## config.mk

```make
export PLATFORM = sky130hd
export DESIGN_NAME = dmc_queue
export DESIGN_NICKNAME = d
export VERILOG_FILES = /design/src/hw/rtl/dmc_pkg.sv /design/src/hw/rtl/dmc_queue.sv
export SDC_FILE = /design/constraint.sdc
export NUM_CORES = 1
export LEC_CHECK = 0
export ABC_AREA = 1
export BUFFER_PORTS_ARGS = -buffer_cell sky130_fd_sc_hd__buf_4
export CAP_MARGIN = 20
export CORE_MARGIN = 2
export CORE_UTILIZATION = 49
export CTS_BUF_LIST = sky130_fd_sc_hd__clkbuf_4
export DETAILED_ROUTE_END_ITERATION = 7
export GPL_TIMING_DRIVEN = 0
export HOLD_SLACK_MARGIN = 0.06
export PLACE_DENSITY = 0.81
export SYNTH_ARGS = -nofsm -noshare
export SYNTH_HDL_FRONTEND = slang
export SYNTH_SLANG_ARGS = --single-unit
```

## constraint.sdc

```tcl
create_clock -name i_clk -period 3 [get_ports i_clk]
set_input_delay 0.6 -clock i_clk [delete_from_list [all_inputs] [get_ports i_clk]]
set_output_delay 0.6 -clock i_clk [all_outputs]
set_load 0.02 [all_outputs]
```

## src/hw/rtl/dmc_pkg.sv

```systemverilog
// Shared types and constants for the direct-mapped cache miss counter.
package dmc_pkg;

    localparam int ADDR_W    = 32;  // byte address and block number width
    localparam int DIVISOR_W = 17;  // widest divisor: block size or line count
    localparam int BBYTES_W  = 17;
    localparam int LCOUNT_W  = 11;
    localparam int CNT_W     = 32;
    localparam int CFG_IDX_W = 1;

    localparam int ADDR_BITS       = 32;
    localparam int DEF_MAX_LINES   = 1024;

    localparam logic [BBYTES_W-1:0] BLOCK_BYTES_RST = 17'd64;
    localparam logic [LCOUNT_W-1:0] LINE_COUNT_RST  = 11'd1024;

    localparam logic [ADDR_W-1:0] ADDR_MASK =
        (ADDR_BITS >= ADDR_W) ? {ADDR_W{1'b1}} : ADDR_W'((64'd1 << ADDR_BITS) - 64'd1);

    localparam logic [CNT_W-1:0] CNT_MAX = {CNT_W{1'b1}};

    // register indexes on the config port
    localparam logic [CFG_IDX_W-1:0] CFG_BLOCK_BYTES = 1'b0;
    localparam logic [CFG_IDX_W-1:0] CFG_LINE_COUNT  = 1'b1;

    typedef struct packed {
        logic [BBYTES_W-1:0] block_bytes;
        logic [LCOUNT_W-1:0] line_count;
    } t_cfg;

    // one classified access handed from front to back
    typedef struct packed {
        logic                 rd;
        logic [ADDR_W-1:0]    blk;
        logic [DIVISOR_W-1:0] line;
    } t_job;

    typedef struct packed {
        logic full;
        logic empty;
    } t_qstat;

endpackage

```

## src/hw/rtl/dmc_queue.sv

```systemverilog
// Two-entry job queue between front and back.
module dmc_queue (
    input  logic            i_clk,
    input  logic            i_rst_n,
    input  logic            i_push,
    input  dmc_pkg::t_job   i_job,
    input  logic            i_pop,
    output dmc_pkg::t_job   o_head,
    output dmc_pkg::t_qstat o_stat
);
    import dmc_pkg::*;

    t_job       r_mem [2];
    logic       r_wr;
    logic       r_rd;
    logic [1:0] r_cnt;

    always_ff @(posedge i_clk) begin
        if (i_push) r_mem[r_wr] <= i_job;
    end

    always_ff @(posedge i_clk) begin
        if (!i_rst_n) begin
            r_wr  <= 1'b0;
            r_rd  <= 1'b0;
            r_cnt <= '0;
        end else begin
            if (i_push) r_wr <= !r_wr;
            if (i_pop)  r_rd <= !r_rd;
            unique case ({i_push, i_pop})
                2'b10:   r_cnt <= r_cnt + 1'b1;
                2'b01:   r_cnt <= r_cnt - 1'b1;
                default: r_cnt <= r_cnt;
            endcase
        end
    end

    assign o_head       = r_mem[r_rd];
    assign o_stat.full  = (r_cnt == 2'd2);
    assign o_stat.empty = (r_cnt == 2'd0);

endmodule

```

==> flow_metrics.env, run 1 <==
export IMPL_outcome="finished clean"
export IMPL_coreArea_mm2=0.00813
export IMPL_grt_pass1_wl_um=9780
export IMPL_hpwl_um=4400
export IMPL_grt_antenna_before_repair=0
export IMPL_grt_pass1_vias=2027
export IMPL_synth_seq_area_share_pct=75.8
export IMPL_fin_area_mm2=0.00521
export IMPL_cts_setup_buffers=0
export IMPL_die_h_um=95.4
export IMPL_fin_worst_skew_ns=0.0255
export IMPL_hold_class="in -> reg"
export IMPL_cts_hold_buffers=0
export IMPL_highest_layer="met4"
export IMPL_grt_overflow_total=0
export IMPL_start_kind="flip-flop"
export IMPL_worst_ep_required_time_ns=2.40
export IMPL_io_buffer_count=105
export IMPL_row_count=33
export IMPL_viasPerCell=4.82
export IMPL_drt_total_wl_um=6480
export IMPL_root_buffer="clkbuf_4"
export IMPL_slew_headroom_pct=54.9
export IMPL_final_core_util_pct=64.1
export IMPL_synth_edff_count=100
export IMPL_hold_viol=0
export IMPL_antenna_cells=0
export IMPL_reg2reg_to="r_mem[0][15]$_DFFE_PP_"
export IMPL_placed_area_mm2=0.00506
export IMPL_fill_cells=603
export IMPL_ios=106
export IMPL_syn_to_final_growth_pct=27.3
export IMPL_numClockSinks=105
export IMPL_rsz0062_at_grt="false"
export IMPL_firstDrtPassIters=4
export IMPL_grt_max_degree=33
export IMPL_start_util_pct=50.3
export IMPL_ir_drop_mv=0.322
export IMPL_ff2ff_setup_slack_ns=1.49
export IMPL_clockBufferDepth=2
export IMPL_crit_type="reg -> out"
export IMPL_ys_warn_count=0
export IMPL_min_to="r_mem[0][49]$_DFFE_PP_"
export IMPL_insertion_delay_ns=0.46
export IMPL_layout_min_cycle_time_ns=2.17
export IMPL_cp_arrival_ns=1.57
export IMPL_drive_gt1_share_pct=56.9
export IMPL_ys_ff_latch=105
export IMPL_drtAntennaViolNets=0
export IMPL_synth_area_per_cell_um2=21.4
export IMPL_finalWeightedCongestion=0.651
export IMPL_synthTopCellsByArea="edfxtp_1, mux2_4, buf_12"
export IMPL_synth_top_flop_cell="edfxtp_1"
export IMPL_dr_total_vias=2013
export IMPL_finalPower_uw=2950
export IMPL_dieArea_mm2=0.00910
export IMPL_cp_max_fo=10
export IMPL_drc=0
export IMPL_worst_pin_slew_ns=0.675
export IMPL_htreeDepth=3
export IMPL_rr_startpoint="r_wr$_SDFFE_PN0P_"
export IMPL_met2_length_um=3420
export IMPL_yosysTopAreaCell="edfxtp_1"
export IMPL_max_clock_freq_mhz=461
export IMPL_gr_usage_all_layers_pct=14.8
export IMPL_netlist_area_mm2=0.00409
export IMPL_drt_initial_drc_count=67
export IMPL_setup_viol_count_final=0
export IMPL_cts_tree="built"
export IMPL_avgRoutedWirePerCell_um=15.5
export IMPL_drv_cap=0
export IMPL_hold_depth=1
export IMPL_worstRegToRegCells=2
export IMPL_yosysUniqueCellTypes=12
export IMPL_synth_most_common_cell="edfxtp_1"
export IMPL_cts_buffers=9
export IMPL_finalNetCount=364
export IMPL_ctsResizeCount=0
export IMPL_yosysTopAreaCellShare_pct=73.4
export IMPL_ys_async_sr_fraction_pct=0
export IMPL_cellLeakagePower_uw=0.00209
export IMPL_pwr_density_cell_mw_per_mm2=565
export IMPL_clk_pin_slew_worst_paths_ns=0.16
export IMPL_dp_cells=403
export IMPL_critPathCaptureType="primary output"
export IMPL_synth_fp_nets=246
export IMPL_finalNonFillerCells=418
export IMPL_period_share_pct=72.3
export IMPL_dr_wl_met3_um=402
export IMPL_hp_start="i_job[49]"
export IMPL_synth_common_cells="edfxtp_1, mux2_4, nor2_1"
export IMPL_die_w_um=95.4
export IMPL_netlist_instances=191
export IMPL_wl_met1_um=2520
export IMPL_final_max_slew_viol_count=0
## cells in the final DEF, fill, tap and decap left out
cell type	n
clkbuf_4	9
buf_4	105
ha_1	1
dfxtp_1	5
edfxtp_1	100
nor2_4	1
clkinvlp_4	1
clkinv_4	1
buf_12	7
o21ai_0	1
inv_2	1
mux2_4	50
bufinv_16	2
inv_1	5
nand2_1	8
nor2_1	11
nand4_1	1
buf_6	1
clkinv_1	2
a21oi_1	1
## how the worst max path moves through the flow
stage | startpoint | endpoint | slack [ns] | depth (start not counted)
floorplan | i_push | r_mem[0][0]$_DFFE_PP_ | 0.65 | 2
global placement | i_push | r_mem[0][47]$_DFFE_PP_ | -0.18 | 3
detailed placement | i_push | r_mem[0][49]$_DFFE_PP_ | 1.08 | 4
CTS | flip-flop | o_head[36] | 0.80 | 4
global route | flip-flop | o_head[12] | 0.77 | 4
finish | flip-flop | o_head[46] | 0.83 | 4
## stage by stage
step	hold WS, ns	setup TNS, ns	setup slack [ns]
6_report	0.311	0	0.832
4_1_cts	0.301	0	0.802
2_1_floorplan	0.463	0	0.645
3_5_place_dp	0.505	0	1.08
5_1_grt	0.287	0	0.766
3_3_place_gp	0.474	-9.15	-0.185
## power by group
group / leakage (µW) / total, µW / switching [µW] / internal, µW
combinational: 0.00103 / 471 / 221 / 250
clock: 0.0000771 / 762 / 432 / 330
sequential: 0.000980 / 1710 / 22.1 / 1690
## cell families (layout without fill, tap and decap cells)
kind of cell             Yosys count  after routing  share of synthesized area [%]
adder cells (fa/ha/maj)            1              1                          0.306
AND/OR/NAND/NOR                   21             21                           1.99
multiplexers                      50             50                           18.3
AO/OA/AOI/OAI                      2              2                          0.244
buffers and inverters             12            134                           3.27
flip-flops                       105            105                           75.8
## critical path: stages (launching register included)
cell     delay, ns
dfxtp_1       0.35
buf_6         0.16
buf_12        0.16
mux2_4        0.31
buf_4         0.16
## cell type report
type                            instances  area (µm²)  area share (%)
Clock inverter                          6        83.8            1.61
Sequential cell                       105        3100            59.6
Inverter                                6        22.5           0.432
Buffer                                  6         111            2.14
Multi-Input combinational cell         74         862            16.5
Clock buffer                            9        67.6            1.30
Tap cell                              105         131            2.52
Timing Repair Buffer                  107         828            15.9
## routing by layer
layer  vias up  GRT usage, %
met5         -             0
met4         0          7.50
met3        10          3.87
met2        63          25.6
met1       979          16.8
li1        961             -
## sequential cells by signal (all words and copies together), names as in the netlist, named ones only
name / cells
r_cnt: 2
r_mem: 100
r_rd: 1
r_wr: 1
Note: power is estimated with default switching activity, not from simulation.
==> run 2: changes to the inputs <==
--- a/config.mk
+++ b/config.mk
@@ -5,16 +5,16 @@
 export SDC_FILE = /design/constraint.sdc
 export NUM_CORES = 1
 export LEC_CHECK = 0
-export ABC_AREA = 1
+export ABC_AREA = 0
 export BUFFER_PORTS_ARGS = -buffer_cell sky130_fd_sc_hd__buf_4
 export CAP_MARGIN = 20
 export CORE_MARGIN = 2
-export CORE_UTILIZATION = 49
+export CORE_UTILIZATION = 48
 export CTS_BUF_LIST = sky130_fd_sc_hd__clkbuf_4
 export DETAILED_ROUTE_END_ITERATION = 7
 export GPL_TIMING_DRIVEN = 0
 export HOLD_SLACK_MARGIN = 0.06
-export PLACE_DENSITY = 0.81
+export PLACE_DENSITY = 0.8
 export SYNTH_ARGS = -nofsm -noshare
 export SYNTH_HDL_FRONTEND = slang
 export SYNTH_SLANG_ARGS = --single-unit
==> constraint.sdc (replaced) <==
create_clock -name i_clk -period 1.8 [get_ports i_clk]
set_input_delay 0.36 -clock i_clk [delete_from_list [all_inputs] [get_ports i_clk]]
set_output_delay 0.36 -clock i_clk [all_outputs]
set_load 0.02 [all_outputs]
==> run 2 against run 1 <==
Effect of this change:
- the run now ends with negative setup slack left
- largest power group unchanged
- global-route usage increased by 0.18 points
- routed wire length decreased by 2.7%
- critical endpoint is now o_head[9]
- critical path depth decreased by 1
- non-clock buffer count unchanged
- sequential cell count unchanged
==> flow_metrics.env, run 2 <==
export IMPL_rsz0062_at_grt="true"
export IMPL_gr_usage_all_layers_pct=14.9
export IMPL_grt_pass1_wl_um=9620
export IMPL_hpwl_um=4240
export IMPL_reg2reg_to="r_mem[0][33]$_DFFE_PP_"
export IMPL_cp_arrival_ns=1.52
export IMPL_worstSetupEndpoint="o_head[9]"
export IMPL_clockBufferDepth=2
export IMPL_max_clock_freq_mhz=531
export IMPL_grt_max_degree=31
export IMPL_mostFrequentLayoutCells="buf_4, edfxtp_1, mux2_2"
export IMPL_start_kind="flip-flop"
export IMPL_insertion_delay_ns=0.43
export IMPL_row_count=32
export IMPL_cts_tree="built"
export IMPL_cp_max_fo=10
export IMPL_hold_viol=0
export IMPL_period_share_pct=105
export IMPL_viasPerCell=4.88
export IMPL_setup_ws_ns=-0.0831
export IMPL_start_util_pct=49.3
export IMPL_finalPower_uw=4640
export IMPL_grt_overflow_total=0
export IMPL_clk_pin_slew_worst_paths_ns=0.15
export IMPL_root_buffer="clkbuf_4"
export IMPL_rr_startpoint="r_wr$_SDFFE_PN0P_"
export IMPL_drv_cap=0
export IMPL_critPathCaptureType="primary output"
export IMPL_yosysTopAreaCellShare_pct=78.8
export IMPL_fill_cells=571
export IMPL_fin_worst_skew_ns=0.0180
export IMPL_dieArea_mm2=0.00867
export IMPL_synth_top_flop_cell="edfxtp_1"
export IMPL_firstDrtPassIters=4
export IMPL_finalWeightedCongestion=0.654
export IMPL_finalSetupTns_ns=-3.09
export IMPL_cellLeakagePower_uw=0.00187
export IMPL_synth_seq_area_share_pct=81.4
export IMPL_hold_class="in -> reg"
export IMPL_synthTopCellsByArea="edfxtp_1, mux2_2, dfxtp_1"
export IMPL_grt_antenna_before_repair=0
export IMPL_drt_initial_drc_count=70
export IMPL_pwr_density_cell_mw_per_mm2=930
export IMPL_cts_buffers=9
export IMPL_netlist_area_mm2=0.00381
export IMPL_die_w_um=93.1
export IMPL_worst_ep_required_time_ns=1.44
export IMPL_crit_chain="buf_6 > mux2_2 > buf_4"
export IMPL_numClockSinks=105
export IMPL_yosysTopAreaCell="edfxtp_1"
export IMPL_worstRegToRegCells=2
export IMPL_yosysUniqueCellTypes=17
export IMPL_synth_edff_count=100
export IMPL_drive_gt1_share_pct=59.5
export IMPL_crit_type="reg -> out"
export IMPL_worst_pin_slew_ns=0.906
export IMPL_largest_reg_flops=100
export IMPL_synth_area_per_cell_um2=21.4
export IMPL_ir_drop_mv=0.631
export IMPL_antenna_cells=0
export IMPL_outcome="finished with violations"
export IMPL_setup_viol_count_final=50
export IMPL_path_buf_inv=2
export IMPL_path_delay_family="flip-flops"
export IMPL_synth_most_common_cell="edfxtp_1"
export IMPL_reg_top3="r_mem (100), r_cnt (2)"
export IMPL_drtAntennaViolNets=0
export IMPL_netlist_instances=178
export IMPL_syn_to_final_growth_pct=30.8
export IMPL_ys_ff_latch=105
export IMPL_coreArea_mm2=0.00773
export IMPL_htreeDepth=3
export IMPL_ys_async_sr_fraction_pct=0
export IMPL_grt_pass1_vias=2085
export IMPL_critPathSlowestCell="dfxtp_4"
export IMPL_place_ws_ns=-0.0507
export IMPL_ff2ff_setup_slack_ns=0.18
export IMPL_avgRoutedWirePerCell_um=15.7
export IMPL_synth_common_cells="edfxtp_1, mux2_2, buf_2, dfxtp_1, and2_1"
export IMPL_ios=106
export IMPL_violations="negative setup slack"
export IMPL_drc=0
export IMPL_ys_warn_count=0
export IMPL_slew_headroom_pct=39.5
export IMPL_dr_total_vias=1965
export IMPL_crit_cells=3
export IMPL_finalNetCount=351
export IMPL_io_buffer_count=105
export IMPL_synth_fp_nets=233
export IMPL_drt_total_wl_um=6310
export IMPL_die_h_um=93.1
export IMPL_top_register="r_mem"
export IMPL_final_max_slew_viol_count=0
export IMPL_layout_min_cycle_time_ns=1.88
export IMPL_slowest_delay_ns=0.43
-- run 2: changes by cell type after synthesis, moves of 2 or more --
cell,change
nand2_1,-8
inv_1,-5
xnor2_1,+2
buf_12,-5
mux2_4,-50
and2_1,+4
mux2_2,+50
nor2_1,-10
buf_2,+5
-- run 2: through the flow --
stage / hold slack, ns / utilization, % / instance area (µm²) / std cells
floorplan: 0.459 / - / 3820 / 178
global placement: 0.481 / 61.3 / 4740 / 385
finish: 0.0969 / 64.5 / 4980 / 403
CTS: 0.0604 / 64.4 / 4980 / 403
global route: 0.0625 / 64.5 / 4980 / 403
detailed placement: 0.509 / 61.9 / 4780 / 387
-- run 2: where the power goes --
part | switching [µW] | internal [µW]
registers | 39.3 | 2820
clock network | 699 | 289
logic | 383 | 411
-- run 2: how the worst min path moves through the flow --
stage / depth (start not counted) / to / slack [ns] / startpoint
floorplan: 0 / r_mem[0][0]$_DFFE_PP_ / 0.46 / i_job[0]
global placement: 2 / r_cnt[1]$_SDFFE_PN0P_ / 0.48 / r_cnt[1]$_SDFFE_PN0P_
detailed placement: 2 / r_cnt[1]$_SDFFE_PN0P_ / 0.51 / r_cnt[1]$_SDFFE_PN0P_
CTS: 1 / r_mem[1][32]$_DFFE_PP_ / 0.06 / i_job[32]
global route: 1 / r_mem[0][29]$_DFFE_PP_ / 0.06 / i_job[29]
finish: 1 / r_mem[1][34]$_DFFE_PP_ / 0.1 / i_job[34]
-- run 2: final cells by class --
type / count / area [µm²] / share of cell area (%)
timing repair buffer: 108 / 865 / 17.3
multi-input combinational: 66 / 707 / 14.2
tap: 102 / 128 / 2.56
inverter: 1 / 3.75 / 0.0753
sequential: 105 / 3110 / 62.3
buffer: 5 / 63.8 / 1.28
clock inverter: 6 / 35.0 / 0.703
clock buffer: 10 / 75.1 / 1.51
-- run 2: cell families (layout without fill, tap and decap cells) --
| kind of cell | count (synthesis) | in the layout | synth area share, % |
|---|---|---|---|
| AO/OA/AOI/OAI | 3 | 3 | 0.525 |
| XOR/XNOR | 3 | 3 | 0.690 |
| adder cells (fa/ha/maj) | 1 | 1 | 0.328 |
| buffers and inverters | 7 | 130 | 0.853 |
| flip-flops | 105 | 105 | 81.4 |
| multiplexers | 50 | 50 | 14.8 |
| AND/OR/NAND/NOR | 9 | 9 | 1.41 |
-- run 2: routing by layer --
metal | routed length, µm | GRT usage [%] | vias up
met1 | 2420 | 16.6 | 958
li1 | - | - | 928
met3 | 368 | 3.87 | 13
met2 | 3370 | 26.1 | 66
met5 | 0 | 0 | -
met4 | 153 | 8.46 | 0
-- run 2: timing repair --
action	CTS	global route
hold buffers	1	0
buffers inserted	0	0
setup endpoints to repair	50	50
hold endpoints to repair	2	0
resized for setup	23	2
-- run 2: worst register-to-register path, cell delays in order (launching register included) --
cell and delay [ns]:
dfxtp_1 0.36, nor2_4 0.72, buf_16 0.26
