**config.mk**
```make
export PLATFORM = sky130hd
export DESIGN_NAME = dmc_front
export DESIGN_NICKNAME = d
export VERILOG_FILES = /design/src/hw/rtl/dmc_pkg.sv /design/src/hw/rtl/dmc_div.sv /design/src/hw/rtl/dmc_front.sv
export SDC_FILE = /design/constraint.sdc
export NUM_CORES = 1
export LEC_CHECK = 0
export ABC_AREA = 1
export BUFFER_PORTS_ARGS = -buffer_cell sky130_fd_sc_hd__buf_2
export CAP_MARGIN = 20
export CORE_ASPECT_RATIO = 2
export CORE_MARGIN = 2
export CORE_UTILIZATION = 40
export DETAILED_ROUTE_END_ITERATION = 10
export HOLD_SLACK_MARGIN = 0.1
export PLACE_DENSITY = 0.74
export SLEW_MARGIN = 0
export SYNTH_ARGS = -nofsm -noshare
export SYNTH_HDL_FRONTEND = slang
export SYNTH_HIERARCHICAL = 1
export SYNTH_SLANG_ARGS = --single-unit
```
**constraint.sdc**
```tcl
create_clock -name i_clk -period 4 [get_ports i_clk]
set_clock_uncertainty 0.05 [all_clocks]
set_input_delay 0.8 -clock i_clk [delete_from_list [all_inputs] [get_ports i_clk]]
set_output_delay 0.8 -clock i_clk [all_outputs]
set_load 0.02 [all_outputs]
```
**src/hw/rtl/dmc_pkg.sv**
```systemverilog
// Shared types and constants for the direct-mapped cache miss counter.
package dmc_pkg;

    localparam int ADDR_W    = 32;  // byte address and block number width
    localparam int DIVISOR_W = 17;  // widest divisor: block size or line count
    localparam int BBYTES_W  = 17;
    localparam int LCOUNT_W  = 11;
    localparam int CNT_W     = 32;
    localparam int CFG_IDX_W = 1;

    localparam int ADDR_BITS       = 32;
    localparam int DEF_MAX_LINES   = 1024;

    localparam logic [BBYTES_W-1:0] BLOCK_BYTES_RST = 17'd64;
    localparam logic [LCOUNT_W-1:0] LINE_COUNT_RST  = 11'd1024;

    localparam logic [ADDR_W-1:0] ADDR_MASK =
        (ADDR_BITS >= ADDR_W) ? {ADDR_W{1'b1}} : ADDR_W'((64'd1 << ADDR_BITS) - 64'd1);

    localparam logic [CNT_W-1:0] CNT_MAX = {CNT_W{1'b1}};

    // register indexes on the config port
    localparam logic [CFG_IDX_W-1:0] CFG_BLOCK_BYTES = 1'b0;
    localparam logic [CFG_IDX_W-1:0] CFG_LINE_COUNT  = 1'b1;

    typedef struct packed {
        logic [BBYTES_W-1:0] block_bytes;
        logic [LCOUNT_W-1:0] line_count;
    } t_cfg;

    // one classified access handed from front to back
    typedef struct packed {
        logic                 rd;
        logic [ADDR_W-1:0]    blk;
        logic [DIVISOR_W-1:0] line;
    } t_job;

    typedef struct packed {
        logic full;
        logic empty;
    } t_qstat;

endpackage

```
**src/hw/rtl/dmc_div.sv**
```systemverilog
// Iterative unsigned divider, two quotient bits per cycle.
module dmc_div (
    input  logic                          i_clk,
    input  logic                          i_rst_n,
    input  logic                          i_start,
    input  logic [dmc_pkg::ADDR_W-1:0]    i_dividend,
    input  logic [dmc_pkg::DIVISOR_W-1:0] i_divisor,
    output logic                          o_done,
    output logic [dmc_pkg::ADDR_W-1:0]    o_quotient,
    output logic [dmc_pkg::DIVISOR_W-1:0] o_remainder
);
    import dmc_pkg::*;

    localparam int STEPS = ADDR_W / 2;
    localparam int STEP_W = (STEPS > 1) ? $clog2(STEPS) : 1;

    logic                 r_run;
    logic                 r_done;
    logic [STEP_W-1:0]    r_cnt;
    logic [ADDR_W-1:0]    r_q;
    logic [DIVISOR_W-1:0] r_rem;
    logic [DIVISOR_W-1:0] r_div;

    logic [DIVISOR_W:0]   t1, t2, sub1, sub2, dv;
    logic                 ge1, ge2;
    logic [DIVISOR_W-1:0] rem1, rem2;

    // two restoring steps
    always_comb begin
        dv   = {1'b0, r_div};
        t1   = {r_rem, r_q[ADDR_W-1]};
        ge1  = (t1 >= dv);
        sub1 = t1 - dv;
        rem1 = ge1 ? sub1[DIVISOR_W-1:0] : t1[DIVISOR_W-1:0];
        t2   = {rem1, r_q[ADDR_W-2]};
        ge2  = (t2 >= dv);
        sub2 = t2 - dv;
        rem2 = ge2 ? sub2[DIVISOR_W-1:0] : t2[DIVISOR_W-1:0];
    end

    always_ff @(posedge i_clk) begin
        if (!i_rst_n) begin
            r_run  <= 1'b0;
            r_done <= 1'b0;
            r_cnt  <= '0;
        end else begin
            r_done <= 1'b0;
            if (i_start) begin
                r_run <= 1'b1;
                r_cnt <= STEP_W'(STEPS - 1);
                r_q   <= i_dividend;
                r_rem <= '0;
                r_div <= i_divisor;
            end else if (r_run) begin
                r_q   <= {r_q[ADDR_W-3:0], ge1, ge2};
                r_rem <= rem2;
                if (r_cnt == '0) begin
                    r_run  <= 1'b0;
                    r_done <= 1'b1;
                end else begin
                    r_cnt <= r_cnt - 1'b1;
                end
            end
        end
    end

    assign o_done      = r_done;
    assign o_quotient  = r_q;
    assign o_remainder = r_rem;

endmodule

```
**src/hw/rtl/dmc_front.sv**
```systemverilog
// Front end: takes accesses, splits reads into block number and line index.
module dmc_front #(
    parameter int MAX_LINES = dmc_pkg::DEF_MAX_LINES
) (
    input  logic                       i_clk,
    input  logic                       i_rst_n,
    input  dmc_pkg::t_cfg              i_cfg,
    input  logic                       i_accept,
    input  logic                       i_op,
    input  logic [dmc_pkg::ADDR_W-1:0] i_byte_address,
    output logic                       o_idle,
    output logic                       o_push,
    output dmc_pkg::t_job              o_job
);
    import dmc_pkg::*;

    typedef enum logic [1:0] {
        ST_IDLE,
        ST_DIV_BLK,
        ST_DIV_LINE
    } t_state;

    t_state r_state;
    logic [ADDR_W-1:0] r_blk;

    logic [DIVISOR_W-1:0] eff_div, eff_lines, lc_ext, div_sor;
    logic [ADDR_W-1:0]    div_end, quot;
    logic [DIVISOR_W-1:0] rem;
    logic                 div_start, div_done;

    always_comb begin
        eff_div = (i_cfg.block_bytes == '0) ? DIVISOR_W'(1) : DIVISOR_W'(i_cfg.block_bytes);
        lc_ext  = DIVISOR_W'(i_cfg.line_count);
        if (lc_ext == '0) begin
            eff_lines = DIVISOR_W'(1);
        end else if (lc_ext > DIVISOR_W'(MAX_LINES)) begin
            eff_lines = DIVISOR_W'(MAX_LINES);
        end else begin
            eff_lines = lc_ext;
        end
    end

    always_comb begin
        div_start = 1'b0;
        div_end   = i_byte_address & ADDR_MASK;
        div_sor   = eff_div;
        o_push    = 1'b0;
        o_job     = '0;
        unique case (r_state)
            ST_IDLE: begin
                if (i_accept) begin
                    div_start = i_op;
                    o_push    = !i_op;  // non-reads pass straight through
                end
            end
            ST_DIV_BLK: begin
                div_start = div_done;
                div_end   = quot;
                div_sor   = eff_lines;
            end
            ST_DIV_LINE: begin
                o_push    = div_done;
                o_job.rd   = 1'b1;
                o_job.blk  = r_blk;
                o_job.line = rem;
            end
            default: ;
        endcase
    end

    dmc_div u_div (
        .i_clk       (i_clk),
        .i_rst_n     (i_rst_n),
        .i_start     (div_start),
        .i_dividend  (div_end),
        .i_divisor   (div_sor),
        .o_done      (div_done),
        .o_quotient  (quot),
        .o_remainder (rem)
    );

    always_ff @(posedge i_clk) begin
        if (!i_rst_n) begin
            r_state <= ST_IDLE;
        end else begin
            unique case (r_state)
                ST_IDLE: begin
                    if (i_accept && i_op) r_state <= ST_DIV_BLK;
                end
                ST_DIV_BLK: begin
                    if (div_done) begin
                        r_blk   <= quot;
                        r_state <= ST_DIV_LINE;
                    end
                end
                ST_DIV_LINE: begin
                    if (div_done) r_state <= ST_IDLE;
                end
                default: r_state <= ST_IDLE;
            endcase
        end
    end

    assign o_idle = (r_state == ST_IDLE);

endmodule

```
==> results of run 1 <==
==> Yosys cell counts, drive strengths merged (2+ instances only) <==
cell type,n
nand2,410
inv,143
nor2,105
edfxtp,98
nand3,49
ha,35
a21oi,32
o21ai,27
buf,22
xor2,12
xnor2,10
dfxtp,8
nor3,8
clkbuf,7
or2,6
nand3b,3
and2,2
fa,2
nand4,2
==> routing by layer <==
metal,GRT usage (%),wire length (um)
met5,0,0
met4,11.2,1150
met3,2.86,865
met2,44.2,12500
met1,20.7,7270
==> kinds of logic after synthesis <==
kind of cell,share of synthesized area (%)
XOR/XNOR,2.64
AO/OA/AOI/OAI,4.90
adder cells (fa/ha/maj),6.55
flip-flops,42.5
buffers and inverters,9.75
AND/OR/NAND/NOR,33.7
==> cell type report <==
cell class / count / area [um^2] / area share (%)
clock buffers: 12 / 256 / 2.74
clock inverters: 4 / 26.3 / 0.280
inverters: 144 / 553 / 5.90
multi-input cells: 713 / 3780 / 40.3
flip-flops and latches: 106 / 3100 / 33.1
well taps: 213 / 267 / 2.84
repair buffers: 214 / 1380 / 14.7
repair inverters: 1 / 8.76 / 0.0935
==> per-stage QoR <==
| step | setup TNS [ns] | worst slack, ns | instance area, um^2 |
|---|---|---|---|
| final | 0 | 0.136 | 9370 |
| after global routing | -0.979 | -0.0792 | 9370 |
| after CTS | 0 | 0.00829 | 8980 |
| after detailed placement | -1.42 | -0.118 | 8690 |
| after global placement | 0 | 0.0359 | 8690 |
| after floorplan | 0 | 0.365 | 7300 |
==> timing repair <==
action / CTS / global route
cloned: 0 / 2
pin swaps: 0 / 19
endpoints found under the hold margin: 0 / 0
resized for setup: 4 / 59
endpoints found under the setup margin: 17 / 18
setup buffers: 0 / 11
==> power by group through the flow <==
stage               combinational, mW  clock, mW  sequential (mW)
global route                     2.66      0.910             1.40
detailed placement               2.10          0             1.41
global placement                 2.08          0             1.41
finish                           2.42      0.860             1.39
floorplan                        1.29          0             1.41
CTS                              2.12      0.879             1.39
==> sequential cells by signal, indices dropped and copies added, names as in the netlist <==
name               count
u_div/r_div           17
u_div/o_remainder     17
r_blk                 32
u_div/r_run            1
u_div/o_quotient      32
u_div/o_done           1
u_div/r_cnt            4
r_state                2
==> worst min path at each step <==
stage	cells after the start	endpoint	slack, ns	startpoint
2_1_floorplan	2	u_div/r_cnt[1]	0.39	u_div/r_cnt[1]
3_3_place_gp	2	u_div/r_cnt[1]	0.40	u_div/r_cnt[1]
3_5_place_dp	2	u_div/r_cnt[1]	0.41	u_div/r_cnt[1]
4_1_cts	2	u_div/r_cnt[1]	0.42	u_div/r_cnt[1]
5_1_grt	0	r_blk[5]	0.44	u_div/o_quotient[5]
6_report	0	r_blk[6]	0.42	u_div/o_quotient[6]
==> worst reg2reg max path, delay by kind of cell (launching register included) <==
family | cells | cell delay [ns]
simple gates | 19 | 2.03
fa+ha+maj | 2 | 0.72
buf+inv | 4 | 0.42
flops | 1 | 0.33
compound gates | 1 | 0.06
==> summary.txt, run 1 <==
Timing
  – F_max: 0.259 GHz
  – Hold Slack: 0.423 ns
  – Worst slew margin: 28.8%
  – Min Tclk post-route: 3.86 ns
  – Fin. max-slew vios: 0
  – Period utilization: 96.6%
  – Hold Violations, Final: 0
  – Final setup vio count: 0
  – Worst-Margin Slew: 1.07 ns

Worst setup path
  – WP buf/inv: 4
  – Max incr delay on CP: 0.38 ns
  – Worst reg2reg setup slack: 0.14 ns
  – R2R cell count: 26
  – Cell depth of the worst setup path: 26
  – Worst Setup EP: u_div/o_remainder[1]
  – Crit path DAT: 3.93 ns
  – Slowest cell on crit path: ha_1
  – Reg2reg start: u_div/r_div[2]
  – Worst Setup Start Kind: register
  – WP data required: 4.06 ns
  – Most frequent CP cell: nand2_1
  – CP startpoint: u_div/r_div[2]
  – Crit-path leading delay family: simple AND/OR/NAND/NOR gates
  – Critical path fanouts, max: 11
  – Crit. End Element: register
  – Crit path kind: reg -> reg
  – Worst reg2reg endpoint: u_div/o_remainder[1]

Global route
  – Total track usage: 22.0%
  – First-pass GRT wire length: 33400 um
  – Pin count of the biggest net entering global routing: 52
  – GRT overflow: 0
  – Vias in the first global route: 6951
  – Initial antenna violation count: 0

Power and ir drop
  – Logic pwr share: 51.8%
  – Pwr dens: 498 nW/um^2
  – Switching power: 1.77 mW
  – Total Power: 4.67 mW
  – Pleak: 4.88 nW
  – Peak supply drop: 0.326 mV
  – Int Power: 2.90 mW
  – Seq pwr share: 29.8%
  – Switching Share: 37.9%
  – Clock share of power: 18.4%

Synthesis
  – Cells after synthesis: 992
  – Synthesized area per cell: 7.36 um^2
  – Post-synthesis async set-or-reset flop share: 0%
  – Seq cells post-synth: 106
  – Predominant post-synthesis flop cell: edfxtp_1
  – Synthesized Nets: 1093
  – Largest cells by area after synthesis: edfxtp_1, nand2_1, inv_1, ha_1, nor2_1
  – Mapped Area: 7300 um^2
  – Post-synthesis cell type count: 42
  – EDFF count, synth: 98
  – Post-synth top area share: 40.3%
  – Area leader, netlist: edfxtp_1
  – Sequential cell area fraction in the yosys report: 42.5%
  – YS warnings: 6

CTS
  – TritonCTS Buffers: 9
  – Hold_buf cts: 0
  – Clk Latency, worst-skew pair: 0.36 ns
  – Bufs on Longest Clock Path: 2
  – CTS tree: built
  – Root Buffer: clkbuf_16
  – Htree depth: 3
  – Clock transition at path regs: 0.07 ns
  – Clk sinks: 106

Detailed routing
  – Via count: 6973
  – DRT Pass-1 Iters: 5
  – DRT antenna net count: 0
  – Vias per cell: 4.96
  – 1st-iter DRT viols: 324
  – DRC: 0
  – Drt total wl: 21700 um
  – WL/cell: 15.4 um

Place
  – GP Congestion: 0.941
  – Cells after DPL: 1379
  – HPWL after DPL: 16300 um
  – Port Buffers: 115

Floorplanning
  – Die area: 19400 um^2
  – Top-Level Pins: 116
  – Core ar.: 17900 um^2
  – Initial core utilization: 40.9%
  – Row count: 69
  – Die height: 195 um
  – Die W: 99.5 um

Layout
  – Nets@finish: 1290
  – Fillers: 1666
  – Commonest non-fill, non-tap cell in the layout: nand2_1
  – Most frequent cells in the layout: nand2_1, inv_1, buf_2
  – Layout cells sized above 1: 27.6%
  – Synth-to-layout area growth: 28.4%
  – Ant. Diodes: 0
  – Util after Layout: 52.4%
  – Count of non-filler cells in the finished layout: 1407

Status
  – Outcome: completed

Min path
  – Hold WC Path Type: reg -> reg

Run
  – Maxcap violations: 0
Note: power is estimated with default switching activity, not from simulation.
==> run 2, diff against run 1 <==
--- a/config.mk
+++ b/config.mk
@@ -8,7 +8,7 @@
 export ABC_AREA = 1
 export BUFFER_PORTS_ARGS = -buffer_cell sky130_fd_sc_hd__buf_2
 export CAP_MARGIN = 20
-export CORE_ASPECT_RATIO = 2
+export CORE_ASPECT_RATIO = 0.8
 export CORE_MARGIN = 2
 export CORE_UTILIZATION = 40
 export DETAILED_ROUTE_END_ITERATION = 10
==> summary.txt, run 2 (synthesis results as in run 1) <==
Place
  – Placed inst area: 8300 um^2 (-4.5%)
  – GP Congestion: 0.931 (-1.0%)
  – Port Buffers: 115 (unchanged)
  – HPWL after DPL: 14200 um (-13%)

Layout
  – Nets@finish: 1254 (-2.8%)
  – Commonest non-fill, non-tap cell in the layout: nand2_1
  – Register area: 3100 um^2 (unchanged)
  – Cell area after layout: 9440 um^2 (+0.72%)
  – Fillers: 1636 (-1.8%)
  – Layout cells sized above 1: 27.1% (-0.52 points)
  – Most frequent cells in the layout: nand2_1, inv_1, buf_2
  – Multi-input logic area: 4010 um^2 (+6.1%)
  – Ant. Diodes: 0 (unchanged)
  – Synth-to-layout area growth: 29.3%

Global route
  – Total track usage: 19.6% (-2.4 points)
  – Initial antenna violation count: 0 (unchanged)
  – First-pass GRT wire length: 30300 um (-9.3%)
  – Pin count of the biggest net entering global routing: 52 (unchanged)
  – Vias in the first global route: 6204 (-11%)
  – GRT overflow: 0 (unchanged)

CTS
  – Bufs on Longest Clock Path: 2 (unchanged)
  – Root Buffer: clkbuf_16
  – TritonCTS Buffers: 9 (unchanged)
  – Clk sinks: 106 (unchanged)
  – Clk Latency, worst-skew pair: 0.35 ns (about the same)
  – Clock transition at path regs: 0.07 ns (about the same)
  – Htree depth: 3 (unchanged)
  – Hold_buf cts: 0 (unchanged)
  – CTS tree: built

Timing
  – Period utilization: 97.9% (+1.3 points)
  – Hold Slack: 0.424 ns (+0.00156 ns)
  – TNS Setup: 0 ns (unchanged)
  – Final setup vio count: 0 (unchanged)
  – Worst slew margin: 39.3% (+10 points)
  – Hold Violations, Final: 0 (unchanged)
  – F_max: 0.255 GHz (-1.3%)
  – Worst-Margin Slew: 0.909 ns (-0.156 ns)
  – Fin. max-slew vios: 0 (unchanged)
  – Min Tclk post-route: 3.92 ns (+0.0528 ns)

Run
  – Maxcap violations: 0 (unchanged)

Detailed routing
  – WL/cell: 14.7 um (-4.8%)
  – DRC: 0 (unchanged)
  – DRT Pass-1 Iters: 5 (unchanged)
  – DRT antenna net count: 0 (unchanged)
  – Drt total wl: 20400 um (-6.0%)
  – 1st-iter DRT viols: 617 (+90%)
  – Vias per cell: 4.98 (+0.50%)
  – Via count: 6913 (-0.86%)

Worst setup path
  – Critical path fanouts, max: 8 (-3)
  – WP data required: 4.05 ns (about the same)
  – Worst Setup Start Kind: register
  – Crit path kind: reg -> reg
  – Crit. End Element: register
  – Crit path DAT: 3.96 ns (+0.03 ns)

Power and ir drop
  – Peak supply drop: 0.241 mV (-26%)
  – Pwr dens: 497 nW/um^2 (-0.20%)
  – Total Power: 4.69 mW (+0.52%)
  – Pleak: 4.73 nW (-3.1%)

Status
  – Outcome: completed

Floorplanning
  – Initial core utilization: 40.6% (-0.30 points)
  – Die W: 155 um (+56%)
  – Top-Level Pins: 116 (unchanged)
  – Core ar.: 18000 um^2 (+0.74%)
  – Row count: 44 (-36%)
  – Die area: 19400 um^2 (-0.31%)
  – Die height: 125 um (-36%)

Min path
  – Hold WC Path Type: reg -> reg
[run 2: worst max-delay path, stage by stage, from the launching register on]
cell	delay [ns]
edfxtp_1	0.47
ha_4	0.34
inv_1	0.07
nor3_1	0.28
nand3_2	0.15
nor2b_4	0.18
nand2_8	0.12
clkinv_8	0.08
buf_12	0.14
nand2_1	0.06
o21ai_2	0.07
ha_1	0.36
a21oi_2	0.20
nand2_2	0.08
a21oi_2	0.12
nand2_1	0.09
nand2_1	0.06
nand2_1	0.05
nand2_1	0.07
nand2_2	0.07
nor2_4	0.16
nor2_4	0.08
clkbuf_16	0.19
nand2_1	0.06
nand2_1	0.06
[run 2: worst paths after layout]
path | startpoint | endpoint | slack (ns) | cells after the start
hold reg to reg | u_div/o_quotient[18] | r_blk[18] | 0.42 | 0
hold / removal | u_div/o_quotient[18] | r_blk[18] | 0.42 | 0
setup reg to reg | u_div/o_remainder[2] | u_div/o_remainder[6] | 0.08 | 24
setup / recovery | u_div/o_remainder[2] | u_div/o_remainder[6] | 0.08 | 24
[run 2: repair_timing]
item	CTS	global route
pin swaps	4	22
gates cloned	0	4
endpoints found under the hold margin	0	0
setup buffers	4	22
setup endpoints to repair	13	18
gates resized for setup	2	87
[run 2: metal layers]
metal	vias to the layer above	part of all wire [%]	track usage, %	routed length, um
met5	-	0	0	0
met2	278	45	30.6	9210
met4	0	1.9	5.28	393
met3	35	6.6	3.03	1350
li1	3438	-	-	-
met1	3162	46	28.5	9470
[run 2: cell type report]
| class | count | area share [%] |
|---|---|---|
| multi-input combinational | 713 | 42.4 |
| sequential | 106 | 32.9 |
| timing repair buffer | 179 | 12.4 |
| inverter | 144 | 5.86 |
| tap | 230 | 3.05 |
| clock buffer | 12 | 2.61 |
| clock inverter | 4 | 0.809 |
[run 2: per-stage QoR]
stage | util (%) | worst slack, ns | std cells
after floorplan | - | 0.365 | 992
after global placement | 46.1 | 0.0261 | 1342
after detailed placement | 46.1 | -0.0193 | 1342
after CTS | 48.1 | 0.0153 | 1362
after global routing | 52.4 | -0.0740 | 1388
final | 52.4 | 0.0830 | 1388
[run 2: report_power, final]
group / leakage [nW] / internal (mW) / switching (mW)
clock: 0.153 / 0.569 / 0.395
sequential: 0.966 / 1.35 / 0.0639
combinational: 3.61 / 1.02 / 1.30
